[src/rtl/hhrc_pkg.sv]
// Package for the hex header record checker: result status codes, result struct,
// frame size constant and the character/hex parsing helpers.
// No dependencies.
`default_nettype none

package hhrc_pkg;

  // Largest frame; a declared length must stay below this.
  localparam int unsigned MaxFrame = 1024;

  // Position counter saturates at its all-ones value.
  localparam int unsigned PosWidth = 12;
  localparam logic [PosWidth-1:0] PosMax = '1;

  // Header is five characters: two for the checksum, three for the length.
  localparam int unsigned HdrChars = 5;
  // Bytes 0..5 must be letters or digits; payload starts at position 5.
  localparam logic [PosWidth-1:0] AlnumSpan    = PosWidth'(6);
  localparam logic [PosWidth-1:0] PayloadStart = PosWidth'(5);
  localparam logic [11:0]         MinLength    = 12'd6;

  typedef enum logic [1:0] {
    StOk       = 2'd0,
    StNoData   = 2'd1,
    StLenErr   = 2'd2,
    StMismatch = 2'd3
  } status_e;

  typedef struct packed {
    status_e     status;
    logic [7:0]  declared_checksum;
    logic [7:0]  computed_checksum;
    logic [11:0] declared_length;
  } result_t;

  function automatic logic is_alnum(input logic [7:0] c);
    return (c >= "0" && c <= "9") || (c >= "a" && c <= "z") || (c >= "A" && c <= "Z");
  endfunction

  // {valid, nibble} for one ASCII hex digit.
  function automatic logic [4:0] hex_digit(input logic [7:0] c);
    logic [4:0] r;
    r = '0;
    if (c >= "0" && c <= "9") begin
      r = {1'b1, 4'(c - 8'h30)};
    end else if (c >= "a" && c <= "f") begin
      r = {1'b1, 4'(c - 8'h57)};
    end else if (c >= "A" && c <= "F") begin
      r = {1'b1, 4'(c - 8'h37)};
    end
    return r;
  endfunction

  // Parse two or three characters (three_chars selects) with optional 0x prefix,
  // stopping at the first non-hex character.
  function automatic logic [11:0] parse_hex(input logic [7:0] c0, input logic [7:0] c1,
                                            input logic [7:0] c2, input logic three_chars);
    logic [7:0]  chars [3];
    logic [11:0] val;
    logic        stop;
    logic        prefix;
    logic [4:0]  d;
    chars[0] = c0;
    chars[1] = c1;
    chars[2] = c2;
    val      = '0;
    stop     = 1'b0;
    prefix   = (c0 == "0") && (c1 == "x" || c1 == "X");
    for (int i = 0; i < 3; i++) begin
      d = hex_digit(chars[i]);
      if ((i >= 2 || !prefix) && (i < 2 || three_chars) && !stop) begin
        if (d[4]) begin
          val = {val[7:0], d[3:0]};
        end else begin
          stop = 1'b1;
        end
      end
    end
    return val;
  endfunction

endpackage

`default_nettype wire

[src/rtl/hhrc_in_stage.sv]
// Input register of the hex header record checker.
// Holds one byte transfer; uses nothing from hhrc_pkg, only plain logic.
`default_nettype none

module hhrc_in_stage (
  input  wire logic       clk_i,
  input  wire logic       rst_ni,
  input  wire logic       in_valid_i,
  output logic            in_stall_o,
  input  wire logic [7:0] data_byte_i,
  input  wire logic       last_byte_i,
  input  wire logic       advance_i,
  output logic            valid_o,
  output logic [7:0]      data_o,
  output logic            last_o
);

  logic       valid_q, valid_d;
  logic [7:0] data_q;
  logic       last_q;
  logic       accept;

  // Stall only while the held byte cannot move on this cycle.
  assign in_stall_o = valid_q && !advance_i;
  assign accept     = in_valid_i && !in_stall_o;

  always_comb begin
    valid_d = valid_q;
    if (accept) begin
      valid_d = 1'b1;
    end else if (advance_i) begin
      valid_d = 1'b0;
    end
  end

  always_ff @(posedge clk_i or negedge rst_ni) begin
    if (!rst_ni) begin
      valid_q <= 1'b0;
    end else begin
      valid_q <= valid_d;
    end
  end

  // Payload needs no reset.
  always_ff @(posedge clk_i) begin
    if (accept) begin
      data_q <= data_byte_i;
      last_q <= last_byte_i;
    end
  end

  assign valid_o = valid_q;
  assign data_o  = data_q;
  assign last_o  = last_q;

endmodule

`default_nettype wire

[src/rtl/hhrc_frame.sv]
// Frame state of the hex header record checker: position, header characters,
// running payload sum and the result computed on the last byte. Uses hhrc_pkg.
`default_nettype none

module hhrc_frame (
  input  wire logic       clk_i,
  input  wire logic       rst_ni,
  input  wire logic       step_i,
  input  wire logic [7:0] data_i,
  input  wire logic       last_i,
  output hhrc_pkg::result_t result_o
);

  logic [hhrc_pkg::PosWidth-1:0] pos_q, pos_d;
  logic                          alnum_q, alnum_d;
  logic [7:0]                    sum_q, sum_d;
  logic                          zero_q, zero_d;
  logic [7:0]                    hc_q [hhrc_pkg::HdrChars];

  logic                          hdr_wr;
  logic [11:0]                   win_len;
  logic                          in_window;
  logic [7:0]                    hc_eff [hhrc_pkg::HdrChars];
  logic [11:0]                   fin_len;
  logic [11:0]                   fin_decl;
  logic [7:0]                    comp;

  assign hdr_wr = pos_q < hhrc_pkg::PosWidth'(hhrc_pkg::HdrChars);

  // Length used for the payload window; all header bytes are written by then.
  assign win_len   = hhrc_pkg::parse_hex(hc_q[2], hc_q[3], hc_q[4], 1'b1);
  assign in_window = (pos_q >= hhrc_pkg::PayloadStart) && (pos_q != hhrc_pkg::PosMax) &&
                     (pos_q < win_len) && !zero_q;

  // Running state for this byte.
  always_comb begin
    pos_d   = (pos_q == hhrc_pkg::PosMax) ? pos_q : pos_q + 1'b1;
    alnum_d = alnum_q;
    if (pos_q < hhrc_pkg::AlnumSpan && !hhrc_pkg::is_alnum(data_i)) begin
      alnum_d = 1'b0;
    end
    sum_d  = sum_q;
    zero_d = zero_q;
    if (in_window) begin
      if (data_i == 8'd0) begin
        zero_d = 1'b1;
      end else begin
        sum_d = sum_q + data_i;
      end
    end
  end

  // Header as seen at the end of this byte; unreceived characters read as zero.
  always_comb begin
    for (int i = 0; i < hhrc_pkg::HdrChars; i++) begin
      hc_eff[i] = hc_q[i];
      if (hdr_wr && pos_q == hhrc_pkg::PosWidth'(i)) begin
        hc_eff[i] = data_i;
      end
      if (hhrc_pkg::PosWidth'(i) >= pos_d) begin
        hc_eff[i] = 8'd0;
      end
    end
  end

  assign fin_len  = hhrc_pkg::parse_hex(hc_eff[2], hc_eff[3], hc_eff[4], 1'b1);
  assign fin_decl = hhrc_pkg::parse_hex(hc_eff[0], hc_eff[1], 8'd0, 1'b0);
  assign comp     = 8'd0 - sum_d;

  // Result with status priority: no data, then length, then checksum.
  always_comb begin
    result_o.declared_checksum = fin_decl[7:0];
    result_o.declared_length   = fin_len;
    result_o.computed_checksum = 8'd0;
    if (pos_d < hhrc_pkg::AlnumSpan || !alnum_d) begin
      result_o.status = hhrc_pkg::StNoData;
    end else if (fin_len < hhrc_pkg::MinLength ||
                 {1'b0, fin_len} >= 13'(hhrc_pkg::MaxFrame)) begin
      result_o.status = hhrc_pkg::StLenErr;
    end else begin
      result_o.computed_checksum = comp;
      result_o.status = (comp == fin_decl[7:0]) ? hhrc_pkg::StOk : hhrc_pkg::StMismatch;
    end
  end

  // Frame state; the last byte returns it to the start of a record.
  always_ff @(posedge clk_i or negedge rst_ni) begin
    if (!rst_ni) begin
      pos_q   <= '0;
      alnum_q <= 1'b1;
      sum_q   <= '0;
      zero_q  <= 1'b0;
    end else if (step_i) begin
      if (last_i) begin
        pos_q   <= '0;
        alnum_q <= 1'b1;
        sum_q   <= '0;
        zero_q  <= 1'b0;
      end else begin
        pos_q   <= pos_d;
        alnum_q <= alnum_d;
        sum_q   <= sum_d;
        zero_q  <= zero_d;
      end
    end
  end

  // Header characters, written once per record.
  always_ff @(posedge clk_i) begin
    if (step_i && hdr_wr) begin
      hc_q[pos_q[2:0]] <= data_i;
    end
  end

`ifndef SYNTH
  // A last byte always leaves the frame at its start.
  a_last_clears: assert property (@(posedge clk_i) disable iff (!rst_ni)
    step_i && last_i |=> pos_q == '0 && alnum_q && sum_q == '0 && !zero_q)
    else $error("frame state not cleared after last byte");

  // Position moves only with a byte transfer.
  a_pos_holds: assert property (@(posedge clk_i) disable iff (!rst_ni)
    !step_i |=> $stable(pos_q))
    else $error("position changed without a byte");
`endif

endmodule

`default_nettype wire

[src/rtl/hhrc_out_stage.sv]
// Result register of the hex header record checker.
// Holds one result transfer toward the consumer. Uses hhrc_pkg.
`default_nettype none

module hhrc_out_stage (
  input  wire logic              clk_i,
  input  wire logic              rst_ni,
  input  wire logic              load_i,
  input  wire hhrc_pkg::result_t result_i,
  output logic                   out_valid_o,
  input  wire logic              out_stall_i,
  output hhrc_pkg::result_t      result_o
);

  logic              valid_q, valid_d;
  hhrc_pkg::result_t result_q;

  always_comb begin
    valid_d = valid_q;
    if (load_i) begin
      valid_d = 1'b1;
    end else if (valid_q && !out_stall_i) begin
      valid_d = 1'b0;
    end
  end

  always_ff @(posedge clk_i or negedge rst_ni) begin
    if (!rst_ni) begin
      valid_q <= 1'b0;
    end else begin
      valid_q <= valid_d;
    end
  end

  always_ff @(posedge clk_i) begin
    if (load_i) begin
      result_q <= result_i;
    end
  end

  assign out_valid_o = valid_q;
  assign result_o    = result_q;

endmodule

`default_nettype wire

[src/rtl/hex_header_record_checker_core.sv]
// Top level of the hex header record checker.
// Instantiates hhrc_in_stage, hhrc_frame and hhrc_out_stage; uses hhrc_pkg.
//
// Checks one ASCII record streamed one byte per transfer, the final byte flagged by
// last_byte_i. Characters 0..1 carry the checksum and 2..4 the length in hex (optional
// 0x prefix, parsing stops at the first non-hex character). One result transfer follows
// each record: status (ok, no data, length error, checksum mismatch), both parsed header
// values and, for a valid length, the two's complement of the payload byte sum up to the
// first zero byte (else zero). The block takes one byte every cycle unless a last byte
// waits for a busy result register. A byte is held in the input register while the frame
// logic updates the running state, and the result register loads as the last byte leaves
// the input register. The result register lets bytes of the next record flow in while a
// result waits; only a last byte waits for the result register to free up.
`default_nettype none

module hex_header_record_checker_core (
  input  wire logic        clk_i,
  input  wire logic        rst_ni,
  input  wire logic        in_valid_i,
  output logic             in_stall_o,
  input  wire logic [7:0]  data_byte_i,
  input  wire logic        last_byte_i,
  output logic             out_valid_o,
  input  wire logic        out_stall_i,
  output logic [1:0]       status_o,
  output logic [7:0]       declared_checksum_o,
  output logic [7:0]       computed_checksum_o,
  output logic [11:0]      declared_length_o
);

  logic              byte_valid;
  logic [7:0]        byte_data;
  logic              byte_last;
  logic              advance;
  logic              out_free;
  hhrc_pkg::result_t frame_result;
  hhrc_pkg::result_t out_result;

  // A held byte moves on unless it ends a record and the result slot is busy.
  assign out_free = !out_valid_o || !out_stall_i;
  assign advance  = byte_valid && (!byte_last || out_free);

  hhrc_in_stage u_in (
    .clk_i       (clk_i),
    .rst_ni      (rst_ni),
    .in_valid_i  (in_valid_i),
    .in_stall_o  (in_stall_o),
    .data_byte_i (data_byte_i),
    .last_byte_i (last_byte_i),
    .advance_i   (advance),
    .valid_o     (byte_valid),
    .data_o      (byte_data),
    .last_o      (byte_last)
  );

  hhrc_frame u_frame (
    .clk_i    (clk_i),
    .rst_ni   (rst_ni),
    .step_i   (advance),
    .data_i   (byte_data),
    .last_i   (byte_last),
    .result_o (frame_result)
  );

  hhrc_out_stage u_out (
    .clk_i       (clk_i),
    .rst_ni      (rst_ni),
    .load_i      (advance && byte_last),
    .result_i    (frame_result),
    .out_valid_o (out_valid_o),
    .out_stall_i (out_stall_i),
    .result_o    (out_result)
  );

  assign status_o            = out_result.status;
  assign declared_checksum_o = out_result.declared_checksum;
  assign computed_checksum_o = out_result.computed_checksum;
  assign declared_length_o   = out_result.declared_length;

`ifndef SYNTH
  // A result never overwrites one that is still stalled.
  a_no_overwrite: assert property (@(posedge clk_i) disable iff (!rst_ni)
    out_valid_o && out_stall_i |-> !(advance && byte_last))
    else $error("result overwritten while stalled");

  // A finished record shows a result in the next cycle.
  a_result_follows: assert property (@(posedge clk_i) disable iff (!rst_ni)
    advance && byte_last |=> out_valid_o)
    else $error("missing result after last byte");

  // Input stalls only behind a held last byte.
  a_stall_cause: assert property (@(posedge clk_i) disable iff (!rst_ni)
    in_stall_o |-> byte_valid && byte_last && out_valid_o && out_stall_i)
    else $error("input stalled without cause");
`endif

endmodule

`default_nettype wire
[config.mk]
export PLATFORM = sky130hd
export DESIGN_NAME = hex_header_record_checker_core
export DESIGN_NICKNAME = d
export VERILOG_FILES = /design/src/rtl/hhrc_pkg.sv /design/src/rtl/hhrc_in_stage.sv /design/src/rtl/hhrc_frame.sv /design/src/rtl/hhrc_out_stage.sv /design/src/rtl/hex_header_record_checker_core.sv
export SDC_FILE = /design/constraint.sdc
export NUM_CORES = 1
export LEC_CHECK = 0
export BUFFER_PORTS_ARGS = -buffer_cell sky130_fd_sc_hd__buf_2
export CORE_MARGIN = 1
export CORE_UTILIZATION = 55
export CTS_CLUSTER_SIZE = 20
export DETAILED_ROUTE_END_ITERATION = 10
export GPL_TIMING_DRIVEN = 1
export PLACE_DENSITY_LB_ADDON = 0.3
export SLEW_MARGIN = 0
export SYNTH_ARGS = -nofsm -noshare
export SYNTH_HDL_FRONTEND = slang
export SYNTH_SLANG_ARGS = --single-unit
[constraint.sdc]
create_clock -name clk_i -period 13.3 [get_ports clk_i]
set_input_delay 1.33 -clock clk_i [delete_from_list [all_inputs] [get_ports clk_i]]
set_output_delay 1.33 -clock clk_i [all_outputs]
set_load 0.05 [all_outputs]
==> flow_summary.yaml, run 1 <==
grt:
  grt_util_all_layers: 0.283
  grt_first_pass_wirelength_um: 35200
  grt_antenna_before_repair: 0
  grt_overflow_total: 0
  first_global_vias: 6696
  pin_count_of_the_biggest_net_entering_global_routing: 34
final_layout:
  antenna-diode-count: 0
  final_design_area_no_fill_mm2: 0.00903
  final-seq-area_mm2: 0.00297
  area_taken_by_multi_input_logic_gates_mm2: 0.00512
  fillerInstances: 1276
  finalCoreUtilization: 0.612
  final_cells: 1134
  fin_nets: 1015
  share_of_post_route_cells_with_drive_strength_above_1: 0.128
  layout_overhead_on_the_synthesized_area_pct: 7.33
sta:
  maxSlewHeadroom: 0.245
  rsz0062_at_grt: "false"
  final_max_tran_viols: 0
  timing.hold.ws_ps: 509
  clock-skew-final_ps: 13.1
  finalSetupViolations: 0
  final.period_utilization: 0.511
  timing_worst_slew_pin_value_ps: 1120
  fmaxAchievable_ghz: 0.147
  timing.final.hold_violations: 0
  layout_min_cycle_time_ps: 6800
  fin_setup_tns_ps: 0
  postLayoutSetupSlackWorst_ps: 6500
placed_design:
  detailedPlacementHpwl_um: 15800
  placement.cell_area_mm2: 0.00875
  placed_cells: 1118
  routabilityCongestion: 0.974
  port_buffers: 44
  place_worst_setup_slack_ps: 6740
flow_run:
  max-cap-violations: 0
critical_path:
  timing.reg2reg.setup_slack_ps: 6500
  crit_top_cell: "sky130_fd_sc_hd__and3_1"
  cp_data_required_time_ps: 13520
  crit_fanout: 19
  worst_setup_path_end_kind: "flip-flop"
  critical_path.startpoint_type: "flip-flop"
  worstSetupPathType: "flip-flop to flip-flop"
  slowest_stage_cell_cp: "sky130_fd_sc_hd__nor4_1"
  critical_path.cell_chain: "ha_1 -> nand3_1 -> nor4_1 -> o22ai_1 -> and3_1 -> and3_1 -> or2_2 -> ha_1 -> o21bai_1 -> a21oi_1 -> mux2i_1 -> o211ai_1 -> and3_1 -> o21ai_1 -> and3_1 -> o211ai_1 -> a21o_1 -> or2_1 -> nor2_1"
  data_arrival_at_the_endpoint_of_the_critical_path_ps: 7020
  worstPathBufferInverterCount: 0
  worst_path_dominant_cell_family: "simple AND/OR/NAND/NOR gates"
  worst_path_largest_cell_delay_ps: 800
clock_network:
  cts.repair.resized: 0
  cts.hold.buffers_added: 0
  clock_tree_from_tritoncts: "yes"
  cts_buffer_depth: 2
  cts_root_buffer_type: "sky130_fd_sc_hd__clkbuf_16"
  cts_buffers: 9
  clock_latency_ps: 360
  clock-sinks: 103
  cts.htree.levels: 3
  clock_pin_slew_on_the_worst_setup_and_hold_paths_ps: 80
  cts_setup_buffers: 0
detailed_routing:
  highest-signal-layer: "met4"
  post-route-drc-count: 0
  detail_route.first_pass.iterations: 5
  wl_met1_um: 10100
  wl_per_cell_um: 19.3
  num_vias: 7355
  vias_per_cell: 6.49
  ant_nets: 0
  finalWirelength_um: 21900
  drtIter0Drc: 866
  met3RoutedLength_um: 1490
  met2WireLength_um: 9610
die:
  die_w_um: 126
  initial_core_util: 0.570
  fp-row-count: 44
  io_pins: 45
  core-area_mm2: 0.0148
  floorplan.die_area_mm2: 0.0158
  die-height_um: 126
power:
  internal_power_mw: 0.626
  netSwitchingFraction: 0.372
  power_frac_clock: 0.259
  leakage_power_nw: 3.69
  power-per-cell-area_mw_per_mm2: 110
  power.share.sequential: 0.397
  max-vdd-ir-drop_mv: 0.0686
  total_switching_power_mw: 0.370
  p_total_mw: 0.996
  combinationalPowerShare: 0.344
yosys:
  yosysUniqueCellTypes: 87
  syn_area_per_cell_um2: 9.11
  number_of_enable_type_register_cells_in_the_synthesized_netlist: 79
  part_of_the_yosys_area_used_for_sequential_elements: 0.353
  async_reset_ff_frac: 0.233
  flip_flop_and_latch_count_after_synthesis: 103
  syn_inst: 924
  mappedNetlistArea_mm2: 0.00842
  yosys_most_used_dff: "sky130_fd_sc_hd__edfxtp_1"
  synth.yosys.warnings: 0
  synth_nets: 994
outcome:
  run_status: "finished, final reports clean"
worst_hold_path:
  holdCritPathClass: "flip-flop to flip-flop"
[final timing paths]
kind | startpoint | end | depth (start not counted)
max in group asynchronous | rst_ni | u_frame.alnum_q$_DFFE_PN1P_ | 1
worst min-delay path | u_frame.alnum_q$_DFFE_PN1P_ | u_frame.alnum_q$_DFFE_PN1P_ | 2
worst min register to register | u_frame.alnum_q$_DFFE_PN1P_ | u_frame.alnum_q$_DFFE_PN1P_ | 2
worst max register to register | u_frame.pos_q[0]$_DFFE_PN0P_ | u_out.result_o[12]$_SDFFCE_PP0P_ | 19
worst max-delay path | u_frame.pos_q[0]$_DFFE_PN0P_ | u_out.result_o[12]$_SDFFCE_PP0P_ | 19
min in group asynchronous | rst_ni | u_frame.sum_q[2]$_DFFE_PN0P_ | 1
[registers in the layout (all words and copies together) (netlist names)]
signal,cells
u_frame.zero_q,1
u_out.result_o,30
u_frame.sum_q,8
u_frame.hc_q,40
u_frame.pos_q,12
u_frame.alnum_q,1
u_in.last_o,1
u_out.out_valid_o,1
u_in.data_o,8
u_in.valid_o,1
[layout by cell type, fill, tap and decap left out, drive strengths merged, types with 16 or more instances in the layout]
cell	netlist	layout
xnor2	24	24
a31oi	25	25
nor2	79	79
nand2b	22	22
ha	56	56
buf	10	54
dfrtp	23	23
nand3	31	31
o21ai	44	44
edfxtp	79	79
a21oi	54	54
mux2i	33	33
inv	35	36
and2	19	19
nand2	72	72
and3	20	20
mux2	16	16
nor3	22	22
[power groups by stage]
stage          Clock, mW  Combinational [mW]  Sequential, mW
2_1_floorplan          0               0.249           0.405
3_3_place_gp           0               0.328           0.401
3_5_place_dp           0               0.334           0.402
4_1_cts            0.263               0.336           0.395
5_1_grt            0.272               0.375           0.399
6_report           0.258               0.342           0.396
[cell type report]
| class | count | share of cell area |
|---|---|---|
| clock buffers | 10 | 0.0265 |
| clock inverters | 6 | 0.00499 |
| inverters | 35 | 0.0145 |
| multi-input cells | 742 | 0.567 |
| flip-flops and latches | 103 | 0.329 |
| well taps | 184 | 0.0255 |
| repair buffers | 54 | 0.0327 |
[logic make-up (layout without fill, tap and decap cells)]
kind of cell               Yosys count  after routing  synth area share
and+or+nand+nor                    368            368             0.237
xor gates and xnor gates            32             32            0.0333
AOI/OAI and AO/OA                  236            236             0.192
DFF                                103            103             0.353
muxes                               49             49            0.0607
adders and majority gates           57             57            0.0856
buffers and inverters               79            105            0.0385
[worst reg2reg max path: cells and delay by family (launching register included)]
| kind | cells | cell delay (ps) |
|---|---|---|
| mux | 1 | 370 |
| compound gates | 7 | 1710 |
| simple gates | 9 | 3070 |
| fa+ha+maj | 2 | 800 |
| flops | 1 | 720 |
[Yosys cell counts, types with 4 or more instances]
cell type | number | area share
sky130_fd_sc_hd__a211oi_1 | 8 | 0.0071
sky130_fd_sc_hd__a21o_1 | 8 | 0.0071
sky130_fd_sc_hd__a21oi_1 | 54 | 0.032
sky130_fd_sc_hd__a31o_2 | 6 | 0.0062
sky130_fd_sc_hd__a31oi_1 | 25 | 0.019
sky130_fd_sc_hd__and2_1 | 18 | 0.013
sky130_fd_sc_hd__and3_1 | 20 | 0.015
sky130_fd_sc_hd__buf_2 | 7 | 0.0042
sky130_fd_sc_hd__clkbuf_1 | 34 | 0.015
sky130_fd_sc_hd__dfrtp_1 | 23 | 0.068
sky130_fd_sc_hd__edfxtp_1 | 79 | 0.28
sky130_fd_sc_hd__ha_1 | 56 | 0.083
sky130_fd_sc_hd__inv_1 | 35 | 0.016
sky130_fd_sc_hd__mux2_2 | 16 | 0.021
sky130_fd_sc_hd__mux2i_1 | 33 | 0.039
sky130_fd_sc_hd__nand2_1 | 72 | 0.032
sky130_fd_sc_hd__nand2b_1 | 22 | 0.016
sky130_fd_sc_hd__nand3_1 | 31 | 0.018
sky130_fd_sc_hd__nand3b_1 | 7 | 0.0062
sky130_fd_sc_hd__nand4_1 | 14 | 0.010
sky130_fd_sc_hd__nor2_1 | 79 | 0.035
sky130_fd_sc_hd__nor2b_1 | 11 | 0.0082
sky130_fd_sc_hd__nor3_1 | 22 | 0.013
sky130_fd_sc_hd__nor3b_1 | 9 | 0.0080
sky130_fd_sc_hd__nor4_1 | 13 | 0.0097
sky130_fd_sc_hd__nor4b_1 | 7 | 0.0073
sky130_fd_sc_hd__o2111ai_1 | 5 | 0.0052
sky130_fd_sc_hd__o211ai_1 | 10 | 0.0089
sky130_fd_sc_hd__o21a_1 | 7 | 0.0062
sky130_fd_sc_hd__o21ai_0 | 40 | 0.024
sky130_fd_sc_hd__o21ai_1 | 4 | 0.0024
sky130_fd_sc_hd__o21bai_1 | 11 | 0.0098
sky130_fd_sc_hd__o221ai_1 | 5 | 0.0052
sky130_fd_sc_hd__o22ai_1 | 10 | 0.0074
sky130_fd_sc_hd__or2_2 | 11 | 0.0082
sky130_fd_sc_hd__or3_1 | 5 | 0.0037
sky130_fd_sc_hd__xnor2_1 | 24 | 0.025
sky130_fd_sc_hd__xor2_1 | 8 | 0.0083
[layer usage]
layer,vias to the layer above,global-route usage
met4,0,0.121
met2,314,0.437
met5,-,0
li1,3528,-
met1,3468,0.400
met3,45,0.0382
Note: power is estimated with default switching activity, not from simulation.
==> run 2: changes to the inputs <==
==> constraint.sdc (replaced) <==
create_clock -name clk_i -period 6.7 [get_ports clk_i]
set_input_delay 0.67 -clock clk_i [delete_from_list [all_inputs] [get_ports clk_i]]
set_output_delay 0.67 -clock clk_i [all_outputs]
set_load 0.05 [all_outputs]
==> run 2 against run 1 <==
  * Design area increased by 0.78%
  * Sequential power increased by 97%
  * Largest cell class unchanged
  * Global-route usage increased by 0.14 points
  * Count of clock-buffer cells in the layout increased by 2
  * Clock power increased by 95%
  * Worst setup slack got worse by 6000 ps
  * Power increased by 98%
  * Critical endpoint is now u_out.result_o[18]$_SDFFCE_PP0P_
  * Critical path depth increased by 2
  * Critical path type unchanged
  * Die area unchanged
  * First-iteration DRC count decreased by 14%
  * Combinational power increased by 100%
==> flow_summary.yaml, run 2 (synthesis results as in run 1) <==
outcome:
  run_status: "finished, final reports clean"
sta:
  clock-skew-final_ps: 11.3
  rsz0062_at_grt: "false"
  finalSetupViolations: 0
  maxSlewHeadroom: 0.286
  fin_setup_tns_ps: 0
  postLayoutSetupSlackWorst_ps: 497
  timing.hold.ws_ps: 284
  fmaxAchievable_ghz: 0.161
  final.period_utilization: 0.926
  layout_min_cycle_time_ps: 6200
  final_max_tran_viols: 0
  timing_worst_slew_pin_value_ps: 1060
  timing.final.hold_violations: 0
grt:
  pin_count_of_the_biggest_net_entering_global_routing: 34
  grt-busiest-layer: "met2"
  first_global_vias: 6794
  globalRouteMet3Util: 0.0331
  grt_overflow_total: 0
  grt_first_pass_wirelength_um: 35600
  grt_util_all_layers: 0.285
  use_met2: 0.436
  grt_antenna_before_repair: 0
  met1_track_usage_gr: 0.406
placed_design:
  place_worst_setup_slack_ps: 551
  detailedPlacementHpwl_um: 16100
  placed_cells: 1128
  placement.cell_area_mm2: 0.00882
  routabilityCongestion: 1.00
  port_buffers: 44
final_layout:
  largest_register_ffs: 40
  finalCoreUtilization: 0.617
  share_of_post_route_cells_with_drive_strength_above_1: 0.136
  fin_nets: 1025
  antenna-diode-count: 0
  fillerInstances: 1260
  final_design_area_no_fill_mm2: 0.00910
  final_cells: 1144
  layout_common_cells: "sky130_fd_sc_hd__nor2_1, sky130_fd_sc_hd__edfxtp_1, sky130_fd_sc_hd__nand2_1"
  layout_overhead_on_the_synthesized_area_pct: 8.16
critical_path:
  worst_path_largest_cell_delay_ps: 670
  critical_path.startpoint_type: "flip-flop"
  critical_path.cell_chain: "ha_2 -> nand3_1 -> nor2_1 -> a31oi_1 -> and4b_1 -> and3_1 -> or2_2 -> inv_1 -> ha_1 -> o21bai_1 -> a21oi_1 -> mux2i_1 -> o211ai_1 -> and3_1 -> o21ai_1 -> buf_4 -> and3_1 -> o211ai_1 -> a21o_1 -> or2_1 -> nor2_1"
  slowest_stage_cell_cp: "sky130_fd_sc_hd__dfrtp_1"
  cp_data_required_time_ps: 6910
  crit_fanout: 16
  crit_top_cell: "sky130_fd_sc_hd__and3_1"
  data_arrival_at_the_endpoint_of_the_critical_path_ps: 6410
  worst_setup_path_end_kind: "flip-flop"
  worstSetupPathType: "flip-flop to flip-flop"
  worstPathBufferInverterCount: 2
  worst_path_dominant_cell_family: "simple AND/OR/NAND/NOR gates"
detailed_routing:
  num_vias: 7385
  ant_nets: 0
  post-route-drc-count: 0
  vias_per_cell: 6.46
  wl_per_cell_um: 19.2
  finalWirelength_um: 22000
  drtIter0Drc: 744
  detail_route.first_pass.iterations: 5
die:
  floorplan.die_area_mm2: 0.0158
  die-height_um: 126
  io_pins: 45
  die_w_um: 126
  fp-row-count: 44
  initial_core_util: 0.570
  core-area_mm2: 0.0148
clock_network:
  clock_pin_slew_on_the_worst_setup_and_hold_paths_ps: 70
  cts_root_buffer_type: "sky130_fd_sc_hd__clkbuf_16"
  cts_setup_buffers: 0
  cts.repair.resized: 0
  clock-sinks: 103
  cts.htree.levels: 3
  clock_latency_ps: 350
  clock_tree_from_tritoncts: "yes"
  cts_buffers: 9
  cts.hold.buffers_added: 0
  cts_buffer_depth: 2
power:
  max-vdd-ir-drop_mv: 0.109
  leakage_power_nw: 3.73
  power-per-cell-area_mw_per_mm2: 216
  p_total_mw: 1.97
flow_run:
  max-cap-violations: 0
worst_hold_path:
  holdCritPathClass: "primary input to asynchronous set/reset pin"
[run 2: changes by cell type in the layout (fill, tap and decap cells not counted)]
cell	previous run	this run
sky130_fd_sc_hd__clkinvlp_4	3	1
sky130_fd_sc_hd__clkbuf_1	0	2
sky130_fd_sc_hd__ha_1	56	55
sky130_fd_sc_hd__ha_2	0	1
sky130_fd_sc_hd__buf_4	10	20
[run 2: path summary, 6_finish.rpt]
path	start	end	slack, ps	cells past startpoint
max	u_frame.pos_q[1]$_DFFE_PN0P_	u_out.result_o[18]$_SDFFCE_PP0P_	500	21
min in group clk_i	data_byte_i[2]	u_in.data_o[2]$_DFFE_PP_	490	1
min	rst_ni	u_frame.sum_q[0]$_DFFE_PN0P_	280	1
max in group asynchronous	rst_ni	u_frame.alnum_q$_DFFE_PN1P_	6040	1
min reg2reg	u_frame.alnum_q$_DFFE_PN1P_	u_frame.alnum_q$_DFFE_PN1P_	500	2
max reg2reg	u_frame.pos_q[1]$_DFFE_PN0P_	u_out.result_o[18]$_SDFFCE_PP0P_	500	21
[run 2: final cells by class]
type / count / area, um2 / share of cell area
Tap cell: 184 / 230 / 0.0253
Clock buffer: 12 / 246 / 0.0271
Sequential cell: 103 / 2970 / 0.327
Timing Repair Buffer: 64 / 370 / 0.0407
Inverter: 35 / 131 / 0.0144
Multi-Input combinational cell: 742 / 5120 / 0.563
Clock inverter: 4 / 30.0 / 0.00330
[run 2: metal layers]
metal,up-vias,wire (um)
li1,3532,-
met1,3508,10100
met2,302,9770
met3,43,1490
met4,0,653
met5,-,0
[run 2: power by group]
| group | internal, mW | switching [mW] | total (mW) |
|---|---|---|---|
| Combinational | 0.251 | 0.433 | 0.684 |
| Clock | 0.264 | 0.237 | 0.502 |
| Sequential | 0.735 | 0.0480 | 0.782 |
==> run 3: changes to the inputs <==
--- a/config.mk
+++ b/config.mk
@@ -5,13 +5,14 @@
 export SDC_FILE = /design/constraint.sdc
 export NUM_CORES = 1
 export LEC_CHECK = 0
-export BUFFER_PORTS_ARGS = -buffer_cell sky130_fd_sc_hd__buf_2
+export BUFFER_PORTS_ARGS = -buffer_cell sky130_fd_sc_hd__buf_4
 export CORE_MARGIN = 1
 export CORE_UTILIZATION = 55
 export CTS_CLUSTER_SIZE = 20
 export DETAILED_ROUTE_END_ITERATION = 10
 export GPL_TIMING_DRIVEN = 1
 export PLACE_DENSITY_LB_ADDON = 0.3
+export REMOVE_ABC_BUFFERS = 1
 export SLEW_MARGIN = 0
 export SYNTH_ARGS = -nofsm -noshare
 export SYNTH_HDL_FRONTEND = slang
==> run 3 against run 2 <==
  * Utilization rose by 0.82 points
  * Final cell count barely moved
  * Clock skew barely moved
  * Count of clock-buffer cells in the layout fell by 2
  * Fmax rose by 3.6%
  * Hold slack got worse by 86 ps
  * Power rose by 3.2%
  * Sequential share of layout area fell by 0.43 points
  * Sequential cell count did not move
  * Critical endpoint is now u_out.result_o[28]$_SDFFCE_PP1P_
  * Largest cell class unchanged
  * Largest power group unchanged
==> flow_summary.yaml, run 3 (synthesis results as in run 1) <==
final_layout:
  final_cells: 1143
  area_taken_by_multi_input_logic_gates_mm2: 0.00512
  antenna-diode-count: 0
  share_of_post_route_cells_with_drive_strength_above_1: 0.135
  fin_nets: 1024
  finalCoreUtilization: 0.625
  final-seq-area_mm2: 0.00297
  fillerInstances: 1259
  layout_overhead_on_the_synthesized_area_pct: 9.60
  largest_register_ffs: 40
  layout_common_cells: "sky130_fd_sc_hd__nor2_1, sky130_fd_sc_hd__edfxtp_1, sky130_fd_sc_hd__nand2_1"
detailed_routing:
  vias_per_cell: 6.48
  finalWirelength_um: 22600
  wl_per_cell_um: 19.8
  drtIter0Drc: 744
  met3RoutedLength_um: 1800
  detail_route.first_pass.iterations: 6
  highest-signal-layer: "met4"
  post-route-drc-count: 0
  wl_met1_um: 9890
  num_vias: 7407
  met2WireLength_um: 10100
  ant_nets: 0
power:
  max-vdd-ir-drop_mv: 0.155
  p_total_mw: 2.03
  power-per-cell-area_mw_per_mm2: 220
  leakage_power_nw: 3.77
clock_network:
  clock_pin_slew_on_the_worst_setup_and_hold_paths_ps: 70
  cts_setup_buffers: 0
  cts_buffers: 9
  cts.hold.buffers_added: 0
  clock-sinks: 103
  cts_root_buffer_type: "sky130_fd_sc_hd__clkbuf_16"
  clock_tree_from_tritoncts: "yes"
  cts.repair.resized: 0
  clock_latency_ps: 370
  cts_buffer_depth: 2
  cts.htree.levels: 3
sta:
  fin_setup_tns_ps: 0
  timing_worst_slew_pin_value_ps: 1050
  layout_min_cycle_time_ps: 5990
  timing.final.hold_violations: 0
  rsz0062_at_grt: "false"
  timing.hold.ws_ps: 199
  finalSetupViolations: 0
  final.period_utilization: 0.894
  final_max_tran_viols: 0
  maxSlewHeadroom: 0.296
  fmaxAchievable_ghz: 0.167
  clock-skew-final_ps: 11.0
grt:
  grt_antenna_before_repair: 0
  grt_util_all_layers: 0.299
  first_global_vias: 7058
  pin_count_of_the_biggest_net_entering_global_routing: 33
  grt_overflow_total: 0
  grt_first_pass_wirelength_um: 36900
placed_design:
  routabilityCongestion: 0.937
  detailedPlacementHpwl_um: 16500
  port_buffers: 44
  placed_cells: 1126
die:
  core-area_mm2: 0.0148
  fp-row-count: 44
  floorplan.die_area_mm2: 0.0158
  die_w_um: 126
  initial_core_util: 0.570
  die-height_um: 126
  io_pins: 45
critical_path:
  worst_path_dominant_cell_family: "simple AND/OR/NAND/NOR gates"
  data_arrival_at_the_endpoint_of_the_critical_path_ps: 6090
  worst_setup_path_end_kind: "flip-flop"
  worstPathBufferInverterCount: 0
  critical_path.startpoint_type: "flip-flop"
  worst_path_largest_cell_delay_ps: 580
  critical_path.cell_chain: "ha_1 -> or4b_1 -> a311oi_1 -> o22ai_1 -> a32oi_1 -> nor2_1 -> a31oi_1 -> ha_1 -> a21oi_1 -> o21ai_0 -> or3b_2 -> and3_1 -> o31ai_4 -> mux2i_1 -> and3b_1 -> nand2_1 -> or3_1 -> a31oi_1 -> o2111ai_1"
  slowest_stage_cell_cp: "sky130_fd_sc_hd__edfxtp_1"
  crit_fanout: 13
  worstSetupPathType: "flip-flop to flip-flop"
  cp_data_required_time_ps: 6800
flow_run:
  max-cap-violations: 0
worst_hold_path:
  holdCritPathClass: "primary input to asynchronous set/reset pin"
outcome:
  run_status: "finished, final reports clean"
[run 3: metal layers]
metal	GRT usage	vias up
met5	0	-
met4	0.156	0
met3	0.0548	57
met2	0.458	346
met1	0.404	3456
li1	-	3548
[run 3: power breakdown]
group          switching (mW)  internal (mW)
clock network           0.253          0.293
registers              0.0452          0.735
logic                   0.444          0.262
total                   0.742           1.29
[run 3: layout make-up]
cell class	instances	share of cell area
Clock buffer	10	0.0248
Sequential cell	103	0.322
Tap cell	184	0.0250
Clock inverter	6	0.00746
Multi-Input combinational cell	742	0.555
Timing Repair Buffer	63	0.0513
Inverter	35	0.0142
[run 3: path summary, 6_finish.rpt]
| kind | start | endpoint | slack, ps | cells past startpoint |
|---|---|---|---|---|
| worst max-delay path | u_frame.hc_q[2][0]$_DFFE_PP_ | u_out.result_o[28]$_SDFFCE_PP1P_ | 710 | 19 |
| min in group clk_i | data_byte_i[2] | u_in.data_o[2]$_DFFE_PP_ | 470 | 1 |
| worst max register to register | u_frame.hc_q[2][0]$_DFFE_PP_ | u_out.result_o[28]$_SDFFCE_PP1P_ | 710 | 19 |
| worst min register to register | u_frame.alnum_q$_DFFE_PN1P_ | u_frame.alnum_q$_DFFE_PN1P_ | 490 | 2 |
| max in group asynchronous | rst_ni | u_frame.alnum_q$_DFFE_PN1P_ | 6210 | 1 |
| worst min-delay path | rst_ni | u_frame.sum_q[6]$_DFFE_PN0P_ | 200 | 1 |
[run 3: stage by stage]
step	instance area (um2)	worst slack, ps
6_report	9230	712
2_1_floorplan	8220	1310
3_5_place_dp	8920	790
5_1_grt	9230	230
3_3_place_gp	8920	1020
4_1_cts	9220	763
